$ cat src/hw/rtl/utfwc_pkg.sv
package utfwc_pkg;

   localparam int ByteW      = 8;
   localparam int CodeW      = 21;
   localparam int MaxResults = 5;
   localparam int CountW     = $clog2(MaxResults + 1);

   localparam logic [ByteW-1:0] SpaceByte = 8'h20;
   localparam logic [CodeW-1:0] MaxCode   = 21'h10ffff;
   localparam logic [CodeW-1:0] SurrLo    = 21'h00d800;
   localparam logic [CodeW-1:0] SurrHi    = 21'h00dfff;
   localparam logic [CodeW-1:0] Min2      = 21'h000080;
   localparam logic [CodeW-1:0] Min3      = 21'h000800;
   localparam logic [CodeW-1:0] Min4      = 21'h010000;

   // One input byte's worth of results, emitted one per cycle while rsp_stall is low.
   typedef struct packed {
      logic [MaxResults-1:0][ByteW-1:0] data;
      logic [CountW-1:0]                count;
      logic                             byte_valid;
      logic                             end_text;
      logic                             bad;
   } burst_type;

   function automatic logic is_space(input logic [CodeW-1:0] v);
      return v inside {[21'h09:21'h0d], [21'h1c:21'h20], 21'h85, 21'ha0, 21'h1680,
                       [21'h2000:21'h200a], 21'h2028, 21'h2029, 21'h202f,
                       21'h205f, 21'h3000};
   endfunction

endpackage

$ cat src/hw/rtl/utfwc_decode.sv
module utfwc_decode (
   input  logic                    clock,
   input  logic                    reset,
   input  logic                    req_valid,
   output logic                    req_stall,
   input  logic [7:0]              req_in_byte,
   input  logic                    req_last_byte,
   input  logic                    load_ok,
   output logic                    burst_valid,
   output utfwc_pkg::burst_type    burst
);
   import utfwc_pkg::*;

   logic                  in_valid_ff, in_valid_in;
   logic [ByteW-1:0]      byte_ff;
   logic                  last_ff;

   logic [CodeW-1:0]      acc_ff, acc_in;
   logic [1:0]            left_ff, left_in;
   logic [2:0]            seqlen_ff, seqlen_in;
   logic [2:0][ByteW-1:0] held_ff, held_in;
   logic                  seen_ff, seen_in;
   logic                  pend_ff, pend_in;
   logic                  err_ff, err_in;

   logic                  advance;
   logic                  accept;

   always_comb begin
      logic                  whole;
      logic [2:0]            seqlen_whole;
      logic [2:0]            idx;
      logic                  emit_text;
      logic                  emit_space;
      logic [3:0][ByteW-1:0] c;

      acc_in       = acc_ff;
      left_in      = left_ff;
      seqlen_in    = seqlen_ff;
      held_in      = held_ff;
      seen_in      = seen_ff;
      pend_in      = pend_ff;
      err_in       = err_ff;
      whole        = 1'b0;
      idx          = seqlen_ff - {1'b0, left_ff};
      emit_text    = 1'b0;
      emit_space   = 1'b0;
      burst        = '0;

      if (!err_ff) begin
         if (left_ff == 2'd0) begin
            if (!byte_ff[7]) begin
               acc_in    = {13'b0, byte_ff};
               seqlen_in = 3'd1;
               whole     = 1'b1;
            end else if (byte_ff[7:5] == 3'b110) begin
               acc_in     = {16'b0, byte_ff[4:0]};
               seqlen_in  = 3'd2;
               left_in    = 2'd1;
               held_in[0] = byte_ff;
            end else if (byte_ff[7:4] == 4'b1110) begin
               acc_in     = {17'b0, byte_ff[3:0]};
               seqlen_in  = 3'd3;
               left_in    = 2'd2;
               held_in[0] = byte_ff;
            end else if (byte_ff[7:3] == 5'b11110) begin
               acc_in     = {18'b0, byte_ff[2:0]};
               seqlen_in  = 3'd4;
               left_in    = 2'd3;
               held_in[0] = byte_ff;
            end else begin
               err_in = 1'b1;
            end
         end else if (byte_ff[7:6] != 2'b10) begin
            err_in = 1'b1;
         end else begin
            acc_in = {acc_ff[CodeW-7:0], byte_ff[5:0]};
            if (left_ff > 2'd1 && idx < 3'd3) begin
               held_in[idx[1:0]] = byte_ff;
            end
            left_in = left_ff - 2'd1;
            if (left_in == 2'd0) begin
               if ((seqlen_ff == 3'd2 && acc_in < Min2) ||
                   (seqlen_ff == 3'd3 && acc_in < Min3) ||
                   (seqlen_ff == 3'd4 && acc_in < Min4) || acc_in > MaxCode ||
                   (acc_in >= SurrLo && acc_in <= SurrHi)) begin
                  err_in = 1'b1;
               end else begin
                  whole = 1'b1;
               end
            end
         end
      end

      seqlen_whole = seqlen_in;
      if (whole) begin
         if (is_space(acc_in)) begin
            if (seen_ff) begin
               pend_in = 1'b1;
            end
         end else begin
            emit_text  = 1'b1;
            emit_space = pend_ff;
            pend_in    = 1'b0;
            seen_in    = 1'b1;
         end
         seqlen_in = 3'd0;
      end

      // The final byte of the codepoint lands right after the held bytes.
      for (int k = 0; k < 3; k++) begin
         c[k] = (seqlen_whole == 3'(k + 1)) ? byte_ff : held_in[k];
      end
      c[3] = byte_ff;

      if (emit_text) begin
         burst.data[0]    = emit_space ? SpaceByte : c[0];
         burst.data[1]    = emit_space ? c[0] : c[1];
         burst.data[2]    = emit_space ? c[1] : c[2];
         burst.data[3]    = emit_space ? c[2] : c[3];
         burst.data[4]    = emit_space ? c[3] : 8'h00;
         burst.count      = CountW'({2'b0, emit_space}) + CountW'(seqlen_whole);
         burst.byte_valid = 1'b1;
      end

      if (last_ff) begin
         if (left_in != 2'd0) begin
            err_in = 1'b1;
         end
         if (err_in || !emit_text) begin
            burst.data       = '0;
            burst.count      = CountW'(1);
            burst.byte_valid = 1'b0;
            burst.bad        = err_in;
         end
         burst.end_text = 1'b1;
         acc_in    = '0;
         left_in   = '0;
         seqlen_in = '0;
         seen_in   = 1'b0;
         pend_in   = 1'b0;
         err_in    = 1'b0;
      end
   end

   assign burst_valid = in_valid_ff && (burst.count != '0);
   assign advance     = in_valid_ff && (!burst_valid || load_ok);
   assign req_stall   = in_valid_ff && !advance;
   assign accept      = req_valid && !req_stall;

   always_comb begin
      in_valid_in = in_valid_ff;
      if (accept) begin
         in_valid_in = 1'b1;
      end else if (advance) begin
         in_valid_in = 1'b0;
      end
   end

   always_ff @(posedge clock) begin
      if (reset) begin
         in_valid_ff <= 1'b0;
         acc_ff      <= '0;
         left_ff     <= '0;
         seqlen_ff   <= '0;
         seen_ff     <= 1'b0;
         pend_ff     <= 1'b0;
         err_ff      <= 1'b0;
      end else begin
         in_valid_ff <= in_valid_in;
         if (advance) begin
            acc_ff    <= acc_in;
            left_ff   <= left_in;
            seqlen_ff <= seqlen_in;
            seen_ff   <= seen_in;
            pend_ff   <= pend_in;
            err_ff    <= err_in;
         end
      end
   end

   always_ff @(posedge clock) begin
      if (accept) begin
         byte_ff <= req_in_byte;
         last_ff <= req_last_byte;
      end
      if (advance) begin
         held_ff <= held_in;
      end
   end

endmodule

$ cat src/hw/rtl/utfwc_serialize.sv
module utfwc_serialize (
   input  logic                    clock,
   input  logic                    reset,
   input  logic                    burst_valid,
   input  utfwc_pkg::burst_type    burst,
   output logic                    load_ok,
   output logic                    rsp_valid,
   input  logic                    rsp_stall,
   output logic [7:0]              rsp_out_byte,
   output logic                    rsp_byte_valid,
   output logic                    rsp_run_last,
   output logic                    rsp_end_of_text,
   output logic                    rsp_bad_encoding
);
   import utfwc_pkg::*;

   logic              valid_ff;
   burst_type         burst_ff;
   logic [CountW-1:0] idx_ff;
   logic              take;
   logic              final_one;
   logic              done;

   assign take      = valid_ff && !rsp_stall;
   assign final_one = idx_ff == (burst_ff.count - CountW'(1));
   assign done      = take && final_one;
   assign load_ok   = !valid_ff || done;

   assign rsp_valid        = valid_ff;
   assign rsp_out_byte     = burst_ff.data[idx_ff];
   assign rsp_byte_valid   = burst_ff.byte_valid;
   assign rsp_run_last     = final_one;
   assign rsp_end_of_text  = burst_ff.end_text && final_one;
   assign rsp_bad_encoding = burst_ff.bad && final_one;

   always_ff @(posedge clock) begin
      if (reset) begin
         valid_ff <= 1'b0;
         idx_ff   <= '0;
      end else if (burst_valid && load_ok) begin
         valid_ff <= 1'b1;
         idx_ff   <= '0;
      end else if (take) begin
         if (final_one) begin
            valid_ff <= 1'b0;
         end else begin
            idx_ff <= idx_ff + CountW'(1);
         end
      end
   end

   always_ff @(posedge clock) begin
      if (burst_valid && load_ok) begin
         burst_ff <= burst;
      end
   end

endmodule

$ cat src/hw/rtl/utf8_whitespace_collapse.sv
// Channel   Direction  Handshake          Payload
// req_      in         req_valid/stall    in_byte[8], last_byte
// rsp_      out        rsp_valid/stall    out_byte[8], byte_valid, run_last,
//                                         end_of_text, bad_encoding
//
// A byte is decoded combinationally between the input register and the result
// register, and its first result appears once the result register loads it.
// A byte that yields k results (up to five) holds the result register until
// all k are taken, so the input accepts one byte per cycle except during such
// bursts or while rsp_stall holds. Reset is synchronous and clears all control
// and decoder state. rsp_stall holds the current result and, once the input
// register has a byte with results, stalls the request side in the same cycle.
module utf8_whitespace_collapse (
   input  logic       clock,
   input  logic       reset,
   input  logic       req_valid,
   output logic       req_stall,
   input  logic [7:0] req_in_byte,
   input  logic       req_last_byte,
   output logic       rsp_valid,
   input  logic       rsp_stall,
   output logic [7:0] rsp_out_byte,
   output logic       rsp_byte_valid,
   output logic       rsp_run_last,
   output logic       rsp_end_of_text,
   output logic       rsp_bad_encoding
);
   import utfwc_pkg::*;

   burst_type burst;
   logic      burst_valid;
   logic      load_ok;

   utfwc_decode u_decode (
      .clock         (clock),
      .reset         (reset),
      .req_valid     (req_valid),
      .req_stall     (req_stall),
      .req_in_byte   (req_in_byte),
      .req_last_byte (req_last_byte),
      .load_ok       (load_ok),
      .burst_valid   (burst_valid),
      .burst         (burst)
   );

   utfwc_serialize u_serialize (
      .clock            (clock),
      .reset            (reset),
      .burst_valid      (burst_valid),
      .burst            (burst),
      .load_ok          (load_ok),
      .rsp_valid        (rsp_valid),
      .rsp_stall        (rsp_stall),
      .rsp_out_byte     (rsp_out_byte),
      .rsp_byte_valid   (rsp_byte_valid),
      .rsp_run_last     (rsp_run_last),
      .rsp_end_of_text  (rsp_end_of_text),
      .rsp_bad_encoding (rsp_bad_encoding)
   );

endmodule

$ cat config.mk
export PLATFORM = sky130hd
export DESIGN_NAME = utf8_whitespace_collapse
export DESIGN_NICKNAME = d
export VERILOG_FILES = /design/src/hw/rtl/utfwc_pkg.sv /design/src/hw/rtl/utfwc_decode.sv /design/src/hw/rtl/utfwc_serialize.sv /design/src/hw/rtl/utf8_whitespace_collapse.sv
export SDC_FILE = /design/constraint.sdc
export NUM_CORES = 1
export LEC_CHECK = 0
export BUFFER_PORTS_ARGS = -buffer_cell sky130_fd_sc_hd__buf_2
export CAP_MARGIN = 0
export CORE_MARGIN = 4
export CORE_UTILIZATION = 45
export DETAILED_ROUTE_END_ITERATION = 12
export GPL_ROUTABILITY_DRIVEN = 1
export SLEW_MARGIN = 20
export SYNTH_ARGS = -nofsm -noshare
export SYNTH_HDL_FRONTEND = slang
export SYNTH_SLANG_ARGS = --single-unit
$ cat constraint.sdc
create_clock -name clock -period 6.27 [get_ports clock]
set_clock_uncertainty 0.15 [all_clocks]
set_input_delay 0 -clock clock [delete_from_list [all_inputs] [get_ports clock]]
set_output_delay 0 -clock clock [all_outputs]
set_load 0.02 [all_outputs]
==> reports/qor.txt, run 1 <==
Status - completed
Tcrit/Tclk final - 92.9%
Vias in the first global route - 5232
CTS tree - yes
Number of CTS-inserted buffers - 17
Final TNS setup - 0 ns
Die Ht - 131 um
Die area - 17200 um^2
Setup CP Type - register to register
Core area - 14700 um^2
DP Wirelength - 12800 um
Clk slew on worst S/H paths - 0.06 ns
CP Capture Type - register
Top Ports - 27
First-pass GRT wire length - 29000 um
WL final - 18200 um
Hold path startpoint - rsp_stall
Worst VDD drop - 179 uV
Row Count - 44
Final min period - 5.82 ns
FILL cells - 1294
Main combinational cell family by area after synthesis - compound AO/OA/AOI/OAI gates
Initial antenna violation count - 0
Via-per-instance ratio - 6.08
Post-synth EDFFs - 79
Seq. cell area - 3050 um^2
Average wire per cell in the routed design - 20.1 um
Synth Area in Simple Gates - 17.3%
Dpl ws - 0.421 ns
Post-synthesis xor/xnor area fraction - 1.15%
GRT overflow - 0
Main flop type after synthesis - edfxtp_1
CP Max Fanout - 29
Antenna-violating nets left - 0
H-tree depth - 4
Area leader, netlist - edfxtp_1
N_diodes - 0
Synth-to-layout area growth - 14.1%
Largest net degree at the start of global routing - 50
Cells after Synth - 679
Post-synthesis mux area share - 11.0%
Final worst setup slack - 0.448 ns
Mapped Area - 6840 um^2
Least-Margin Pin Slew - 0.833 ns
Clock Path Buffers - 2
Top-area cell type share of the netlist area - 34.7%
RR Startpoint - u_decode.left_ff[1]
MaxCap Viol Count - 0
Root Buffer Master - clkbuf_16
Synthesized Nets - 700
YS warnings - 0
# clock sinks - 113
Sequential element share of the synthesized area - 44.7%
Vias - 5492
Initial Util - 46.5%
Hold crit path type - input pin to register
I/O Buffers - 26
Setup crit start kind - register
Drt first pass iters - 5
Rel. slew slack - 44.4%
Layout Nets - 728
Metal-1 WL - 8830 um
Register bit total from synthesis - 113
Worst skew pair latency - 0.42 ns
Final hold vios - 0
Final setup viols - 0
Max-slew violations - 0
Setup Fix Bufs, Post-CTS - 0
Adder-cell share of the synthesized area - 1.57%
Power per cell area - 268 nW/um^2
Worst EP arrival - 6.01 ns
Pleak - 0.00272 uW
Distinct cells, synth - 80
Mean Syn Cell Area - 10.1 um^2
Worst path required time - 6.46 ns
Ys async rst share - 0%
Compound-gate portion of the synthesized area - 17.9%
Area occupied by multi-input gates - 3350 um^2
Met3 wire len - 1360 um
Chip Width - 131 um
FMAX - 0.172 GHz
GRT Util Overall - 21.2%
RSZ-0062 raised after global routing - no
Share of cells above drive strength 1 - 18.2%
Drt drc - 0
Placer Congestion - 0.915
Met2 wire len - 7710 um
Setup crit start - u_decode.left_ff[1]
Top cells by area, synth - edfxtp_1 (35%), dfxtp_1 (10%), mux2i_1 (4.4%), mux2_2 (4.0%), a21oi_1 (3.1%)
Uppermost layer routed - met4
Initial DRC Count - 545
## placed cells by master, fill, tap and decap left out, types with 11 or more instances in the layout
| cell type | Yosys | routed |
|---|---|---|
| dfxtp_1 | 34 | 34 |
| or4_1 | 19 | 19 |
| o21ai_0 | 40 | 40 |
| buf_2 | 5 | 26 |
| edfxtp_1 | 79 | 79 |
| a21oi_1 | 42 | 42 |
| dlygate4sd3_1 | 0 | 11 |
| inv_1 | 53 | 53 |
| clkbuf_16 | 0 | 17 |
| mux2i_1 | 30 | 30 |
| nand2_1 | 45 | 45 |
| and3_1 | 20 | 19 |
| buf_4 | 2 | 18 |
| mux2_2 | 24 | 24 |
| nor3_1 | 21 | 21 |
| nor2_1 | 44 | 43 |
| o32ai_1 | 13 | 13 |
| nand2b_1 | 12 | 12 |
## final cells by class
cell class              instances  share of cell area (%)
inverters                      54                    2.60
flip-flops and latches        113                    39.1
repair buffers                 56                    5.07
clock buffers                  18                    5.50
clock inverters                14                    1.80
well taps                     184                    2.95
multi-input cells             465                    43.0
## Yosys cell counts, types with 20 or more instances
cell type   n
dfxtp_1    34
clkbuf_1   30
mux2_2     24
and3_1     20
edfxtp_1   79
nor3_1     21
o21ai_0    40
nor2_1     44
nand2_1    45
inv_1      53
mux2i_1    30
a21oi_1    42
## path summary, 6_finish.rpt
path	slack [ns]	end	cells after the start
worst max-delay path	0.45	u_decode.seqlen_ff[1]	22
worst max register to register	0.45	u_decode.seqlen_ff[1]	22
worst min-delay path	0.01	u_serialize.idx_ff[1]	5
worst min register to register	0.32	u_decode.acc_ff[20]	2
## cells by family (layout without fill, tap and decap cells)
group                      after synthesis  after routing
xor gates and xnor gates                 9              9
adders and majority gates                8              8
buffers and inverters                  101            142
and+or+nand+nor                        216            216
DFF                                    113            113
AOI/OAI and AO/OA                      170            170
muxes                                   62             62
## through the flow
step	utilization (%)	total power [uW]	cells	instance area [um^2]	hold slack, ns
floorplan	-	1080	679	6840	-0.0511
global placement	48.4	1160	861	7120	0.0277
detailed placement	48.4	1160	861	7120	0.0281
CTS	53.1	2100	904	7800	0.00563
global route	53.1	2170	904	7800	0.0464
finish	53.1	2090	904	7800	0.0147
## timing repair
item,4_1_cts,5_1_grt
resized for setup,0,1
endpoints found under the setup margin,0,46
hold buffers,11,0
endpoints found under the hold margin,23,0
## state kept, by name, summed over array words and instances, names as in the netlist
signal and cells:
u_decode.seqlen_ff 3, u_decode.pend_ff 1, u_decode.acc_ff 21, u_serialize.rsp_valid 1, u_serialize.idx_ff 3, u_decode.err_ff 1, u_serialize.burst_ff 45, u_decode.last_ff 1
u_decode.seen_ff 1, u_decode.held_ff 24, u_serialize.rsp_byte_valid 1, u_decode.in_valid_ff 1, u_decode.byte_ff 8, u_decode.left_ff 2
## worst max-delay path: stages, from the launching register on
cell and delay [ns]:
dfxtp_1 0.33, inv_1 0.14, ha_1 0.66, nor3b_2 0.43, a311oi_4 0.14, buf_4 0.23
a2111oi_2 0.39, a31oi_1 0.20, o41a_1 0.47, o21ai_4 0.13, nor2_1 0.16, nand2_1 0.17
inv_2 0.05, ha_1 0.19, ha_1 0.19, xnor2_1 0.14, nor3_1 0.24, nand2b_1 0.16
nand2_1 0.14, o32ai_2 0.11, buf_4 0.23, or4b_1 0.54, a21oi_1 0.16
## report_power, final
group	leakage [uW]	switching, uW	internal, uW
sequential	0.00101	24.4	843
combinational	0.00144	183	106
clock	0.000272	356	582
total	0.00272	563	1530
## layer usage
metal  vias up  GRT usage [%]
li1       2613              -
met1      2647           31.6
met2       207           30.7
met3        25           4.78
met4         0           6.94
met5         -              0
No activity file was read; power rests on OpenSTA's default activity.
==> run 2: changes to the inputs <==
--- a/config.mk
+++ b/config.mk
@@ -11,7 +11,6 @@
 export CORE_UTILIZATION = 45
 export DETAILED_ROUTE_END_ITERATION = 12
 export GPL_ROUTABILITY_DRIVEN = 1
-export SLEW_MARGIN = 20
 export SYNTH_ARGS = -nofsm -noshare
 export SYNTH_HDL_FRONTEND = slang
 export SYNTH_SLANG_ARGS = --single-unit
==> constraint.sdc (replaced) <==
create_clock -name clock -period 6.29 [get_ports clock]
set_clock_uncertainty 0.15 [all_clocks]
set_input_delay 0 -clock clock [delete_from_list [all_inputs] [get_ports clock]]
set_output_delay 0 -clock clock [all_outputs]
set_load 0.02 [all_outputs]
==> reports/qor.txt, run 2 (synthesis results as in run 1) <==
Cell internal pwr - 1480 uW
Clk pwr share - 43.7%
Vias in the first global route - 5242
Rel. slew slack - 29.3%
Seq pwr share - 42.3%
N_diodes - 0
Final setup viols - 0
Number of CTS-inserted buffers - 17
Cell mode on critical path - ha_1
Synth-to-layout area growth - 13.6%
Layout Nets - 728
GRT overflow - 0
Power per cell area - 264 nW/um^2
Top Ports - 27
Final TNS setup - 0 ns
CP Max Fanout - 49
Final hold vios - 0
Via-per-instance ratio - 6.11
Antenna-violating nets left - 0
Setup Fix Bufs, Post-CTS - 0
GRT Util Overall - 22.0%
CTS tree - yes
Core area - 14700 um^2
Chip Width - 131 um
Largest net degree at the start of global routing - 50
Setup crit start kind - register
FMAX - 0.173 GHz
Final min period - 5.78 ns
Biggest register - u_serialize.burst_ff
Drt first pass iters - 5
Tcrit/Tclk final - 91.9%
Clock Path Buffers - 2
Largest register FFs - 45
Hold crit path type - input pin to register
Switch share - 27.7%
Initial antenna violation count - 0
Top flop regs - u_serialize.burst_ff x45, u_decode.held_ff x24, u_decode.acc_ff x21
Crit-path cells - inv_1 > ha_1 > nor3b_2 > a311oi_4 > buf_4 > a2111oi_2 > a31oi_1 > o41a_1 > o21ai_4 > nor2_1 > nand2_1 > inv_2 > ha_1 > ha_1 > xnor2_1 > nor3_1 > nand2b_1 > o31a_1 > and3_2
Worst path required time - 6.18 ns
Max-slew violations - 0
Die Ht - 131 um
Die area - 17200 um^2
Share of cells above drive strength 1 - 18.1%
Vias - 5520
Commonest non-fill, non-tap cell in the layout - edfxtp_1
First-pass GRT wire length - 30100 um
Average wire per cell in the routed design - 20.7 um
H-tree depth - 4
Initial Util - 46.5%
Least-Margin Pin Slew - 1.06 ns
Placer Congestion - 0.967
Fin cells - 904
Max stage delay on crit path - 0.91 ns
I/O Buffers - 26
Row Count - 44
Drt drc - 0
Sw power - 568 uW
Placed instance count - 860
Status - completed
# clock sinks - 113
Setup CP Type - register to register
WL final - 18700 um
Root Buffer Master - clkbuf_16
Worst VDD drop - 196 uV
Comb power frac - 13.9%
RSZ-0062 raised after global routing - no
Worst skew pair latency - 0.43 ns
MaxCap Viol Count - 0
Most frequent cells in the layout - edfxtp_1 (79), inv_1 (53), nand2_1 (45)
Worst EP arrival - 5.67 ns
CP max stage cell - and3_2
Post-cts sizing count - 0
FILL cells - 1284
DP Wirelength - 13100 um
Initial DRC Count - 577
Clk slew on worst S/H paths - 0.06 ns
Pleak - 0.00269 uW
CP Capture Type - register
Number of buffers inserted by hold repair at cts - 12
==> run 2: cell count changes in the layout (fill, tap and decap cells not counted) <==
cell,delta
clkinvlp_4,+2
and3_2,+1
and3_4,-1
buf_12,-1
bufinv_16,-1
clkbuf_1,-1
clkinv_1,+1
dlygate4sd3_1,+1
inv_6,-1
==> run 2: through the flow <==
stage          hold WS, ns  setup slack [ns]  power [uW]  cell area, um^2  util (%)
3_5_place_dp        0.0281             0.541        1160             7100      48.3
2_1_floorplan      -0.0511             0.515        1070             6840         -
6_report             0.123             0.512        2050             7760      52.8
3_3_place_gp        0.0271             0.680        1150             7100      48.3
4_1_cts              0.116             0.511        2050             7760      52.8
5_1_grt              0.135            0.0185        2130             7760      52.8
==> run 2: power by group through the flow <==
stage	Sequential [uW]	Clock, uW	Combinational [uW]
global placement	881	0	274
CTS	867	903	282
finish	867	896	286
floorplan	867	0	206
detailed placement	882	0	275
global route	871	941	314
==> run 2: critical path: cells and delay by family, from the launching register on <==
kind                       cells  cell delay [ns]
and+or+nand+nor                6             1.86
AOI/OAI and AO/OA              6             1.39
adders and majority gates      3             1.02
buffers and inverters          3             0.44
DFF                            1             0.33
xor gates and xnor gates       1             0.18
==> run 2: path summary, 6_finish.rpt <==
path	start	to	slack, ns	cells past startpoint
worst min-delay path	req_in_byte[0]	u_decode.byte_ff[0]	0.12	2
worst max register to register	u_decode.left_ff[1]	u_serialize.burst_ff[16]	0.51	19
worst min register to register	u_decode.acc_ff[19]	u_decode.acc_ff[19]	0.32	2
worst max-delay path	u_decode.left_ff[1]	u_serialize.burst_ff[16]	0.51	19
==> run 2: cell type report <==
type | count | area [um^2] | area share (%)
Sequential cell | 113 | 3050 | 39.3
Inverter | 54 | 203 | 2.61
Multi-Input combinational cell | 465 | 3350 | 43.1
Clock buffer | 17 | 425 | 5.48
Tap cell | 184 | 230 | 2.96
Clock inverter | 15 | 120 | 1.55
Timing Repair Buffer | 56 | 385 | 4.96
==> run 2: layer usage <==
layer  share of wire (%)  track usage [%]
met1                  50             34.1
met2                  41             29.7
met3                 7.6             5.96
met4                 1.4             7.00
met5                   0                0
==> run 3: changes to the inputs <==
--- a/config.mk
+++ b/config.mk
@@ -11,6 +11,8 @@
 export CORE_UTILIZATION = 45
 export DETAILED_ROUTE_END_ITERATION = 12
 export GPL_ROUTABILITY_DRIVEN = 1
+export PLACE_DENSITY = 0.58
 export SYNTH_ARGS = -nofsm -noshare
 export SYNTH_HDL_FRONTEND = slang
+export SYNTH_HIERARCHICAL = 1
 export SYNTH_SLANG_ARGS = --single-unit
==> reports/qor.txt, run 3 <==
Status - completed
Antenna-violating nets left - 0
Core area - 14700 um^2
Utilization after layout - 52.7%
GRT Util Overall - 22.4%
Worst R2R Setup Slack - 0.33 ns
Largest register FFs - 45
Worst path required time - 6.19 ns
Sequential element share of the synthesized area - 44.6%
Setup CP Type - register to register
Cell internal pwr - 1500 uW
Ys async rst share - 0%
CP Max Fanout - 22
Top cells by area, synth - edfxtp_1 (35%), dfxtp_1 (10%), o211ai_1 (3.3%), a21oi_1 (3.1%), inv_1 (3.1%)
CP Capture Type - register
RR Startpoint - u_decode/left_ff[0]
DP Wirelength - 13600 um
Top flop regs - u_serialize/burst_ff x45, u_decode/held_ff x24, u_decode/acc_ff x21
CP Buf/Inv Count - 2
Die Ht - 131 um
First-pass GRT wire length - 31300 um
Root Buffer Master - clkbuf_16
Post-synth EDFFs - 79
Power per cell area - 268 nW/um^2
Max stage delay on crit path - 0.73 ns
CTS tree - yes
Commonest non-fill, non-tap cell in the layout - edfxtp_1
RSZ-0062 raised after global routing - no
Chip Width - 131 um
Least-Margin Pin Slew - 1.22 ns
Setup crit start - u_decode/left_ff[0]
WL final - 19400 um
Cell mode on critical path - ha_1
MaxCap Viol Count - 0
Hold depth - 2
Reg-to-Reg End - u_decode/byte_ff[6]
Final min period - 5.96 ns
Vias - 5856
Final TNS setup - 0 ns
Distinct cells, synth - 78
Clock Path Buffers - 2
CP max stage cell - or4b_1
Cells after Synth - 692
Top Ports - 27
Final worst setup slack - 0.328 ns
Seq pwr share - 42.2%
# clock sinks - 113
Pleak - 0.00266 uW
Synth-to-layout area growth - 13.2%
Die area - 17200 um^2
Cells on worst reg2reg path - 16
Worst VDD drop - 170 uV
N_diodes - 0
Clk pwr share - 41.5%
Vias in the first global route - 5571
Worst setup path end - u_decode/byte_ff[6]
Crit-path cells - inv_1 > ha_1 > or4b_1 > o21ai_4 > nor2_2 > a2111oi_2 > o2111ai_1 > a211o_1 > and4_4 > nand2_1 > inv_1 > ha_1 > ha_1 > or4_1 > o2111ai_1 > and2_1
CP delay by family, top - simple AND/OR/NAND/NOR gates
Mapped Area - 6840 um^2
Initial antenna violation count - 0
Register bit total from synthesis - 113
Via-per-instance ratio - 6.44
Hold crit path type - input pin to register
Drt drc - 0
Switch share - 27.7%
Pwr Total - 2070 uW
FILL cells - 1294
Share of cells above drive strength 1 - 16.1%
Tcrit/Tclk final - 94.8%
Clk slew on worst S/H paths - 0.05 ns
Setup crit start kind - register
H-tree depth - 4
Synthesized Nets - 713
Area leader, netlist - edfxtp_1
Mean Syn Cell Area - 9.88 um^2
WHS - 0.143 ns
Sw power - 574 uW
Drt first pass iters - 5
Row Count - 44
Area occupied by multi-input gates - 3290 um^2
Top-area cell type share of the netlist area - 34.7%
YS warnings - 6
CP Depth - 16
Final setup viols - 0
Dpl ws - 0.405 ns
Largest net degree at the start of global routing - 50
Rel. slew slack - 18.7%
Most frequent cell after synthesis - edfxtp_1
Layout Nets - 733
Number of CTS-inserted buffers - 17
Most frequent cells in the layout - edfxtp_1 (79), inv_1 (57), a21oi_1 (43)
GRT overflow - 0
Worst EP arrival - 5.87 ns
Initial DRC Count - 796
Main flop type after synthesis - edfxtp_1
Average wire per cell in the routed design - 21.3 um
Seq. cell area - 3050 um^2
Biggest register - u_serialize/burst_ff
Leading cell types by count after synthesis - edfxtp_1 (79), inv_1 (57), a21oi_1 (43), nand2_1 (39), clkbuf_1 (38)
I/O Buffers - 26
Placer Congestion - 0.904
Comb power frac - 16.3%
Worst skew pair latency - 0.42 ns
Max-slew violations - 0
Final hold vios - 0
Initial Util - 46.5%
FMAX - 0.168 GHz
-- run 3: what timing repair did --
item	CTS	global route
hold buffers	14	0
resized for setup	0	0
hold endpoints to repair	16	0
setup buffers	0	0
-- run 3: area by class of cell --
type | instances | share of cell area, %
clock inverter | 7 | 0.856
multi-input combinational | 460 | 42.4
tap | 184 | 2.97
clock buffer | 25 | 5.88
inverter | 58 | 2.81
timing repair buffer | 62 | 5.62
sequential | 113 | 39.4
-- run 3: worst register-to-register path, cell delays in order (launching register included) --
cell and delay, ns:
dfxtp_1 0.44, inv_1 0.09, ha_1 0.32, or4b_1 0.73, o21ai_4 0.20, nor2_2 0.26, a2111oi_2 0.55, o2111ai_1 0.18
a211o_1 0.35, and4_4 0.22, nand2_1 0.07, inv_1 0.06, ha_1 0.19, ha_1 0.29, or4_1 0.66, o2111ai_1 0.30
and2_1 0.53
-- run 3: layer usage --
layer  part of all wire, %  vias to the layer above  global-route usage (%)  wire length [um]
met5                     0                        -                       0                 0
met4                   2.0                        0                    7.47               380
met3                   6.4                       31                    5.39              1240
met2                    47                      220                    35.1              9080
met1                    45                     2873                    30.8              8660
li1                      -                     2732                       -                 -
-- run 3: how the worst min path moves through the flow --
stage	startpoint	to
finish	req_in_byte[2]	u_decode/byte_ff[2]
global route	req_in_byte[7]	u_decode/byte_ff[7]
CTS	req_in_byte[4]	u_decode/byte_ff[4]
detailed placement	req_in_byte[1]	u_decode/byte_ff[1]
global placement	req_in_byte[2]	u_decode/byte_ff[2]
floorplan	reset	u_serialize/rsp_valid
-- run 3: kinds of logic after synthesis --
kind of cell	after synthesis	share of synthesized area, %
adder cells (fa/ha/maj)	8	1.57
XOR/XNOR	10	1.63
AO/OA/AOI/OAI	234	24.9
flip-flops	113	44.6
AND/OR/NAND/NOR	178	13.7
buffers and inverters	119	7.37
multiplexers	30	6.18
-- run 3: metrics by stage --
stage               cell area, um^2  cells
finish                         7740    909
global route                   7740    909
CTS                            7740    909
detailed placement             7080    863
global placement               7080    863
floorplan                      6840    692
-- run 3: power by group through the flow --
stage               combinational (uW)  sequential (uW)  clock (uW)
global placement                   322              887           0
floorplan                          252              871           0
CTS                                333              874         876
finish                             338              875         861
detailed placement                 324              889           0
global route                       369              878         911
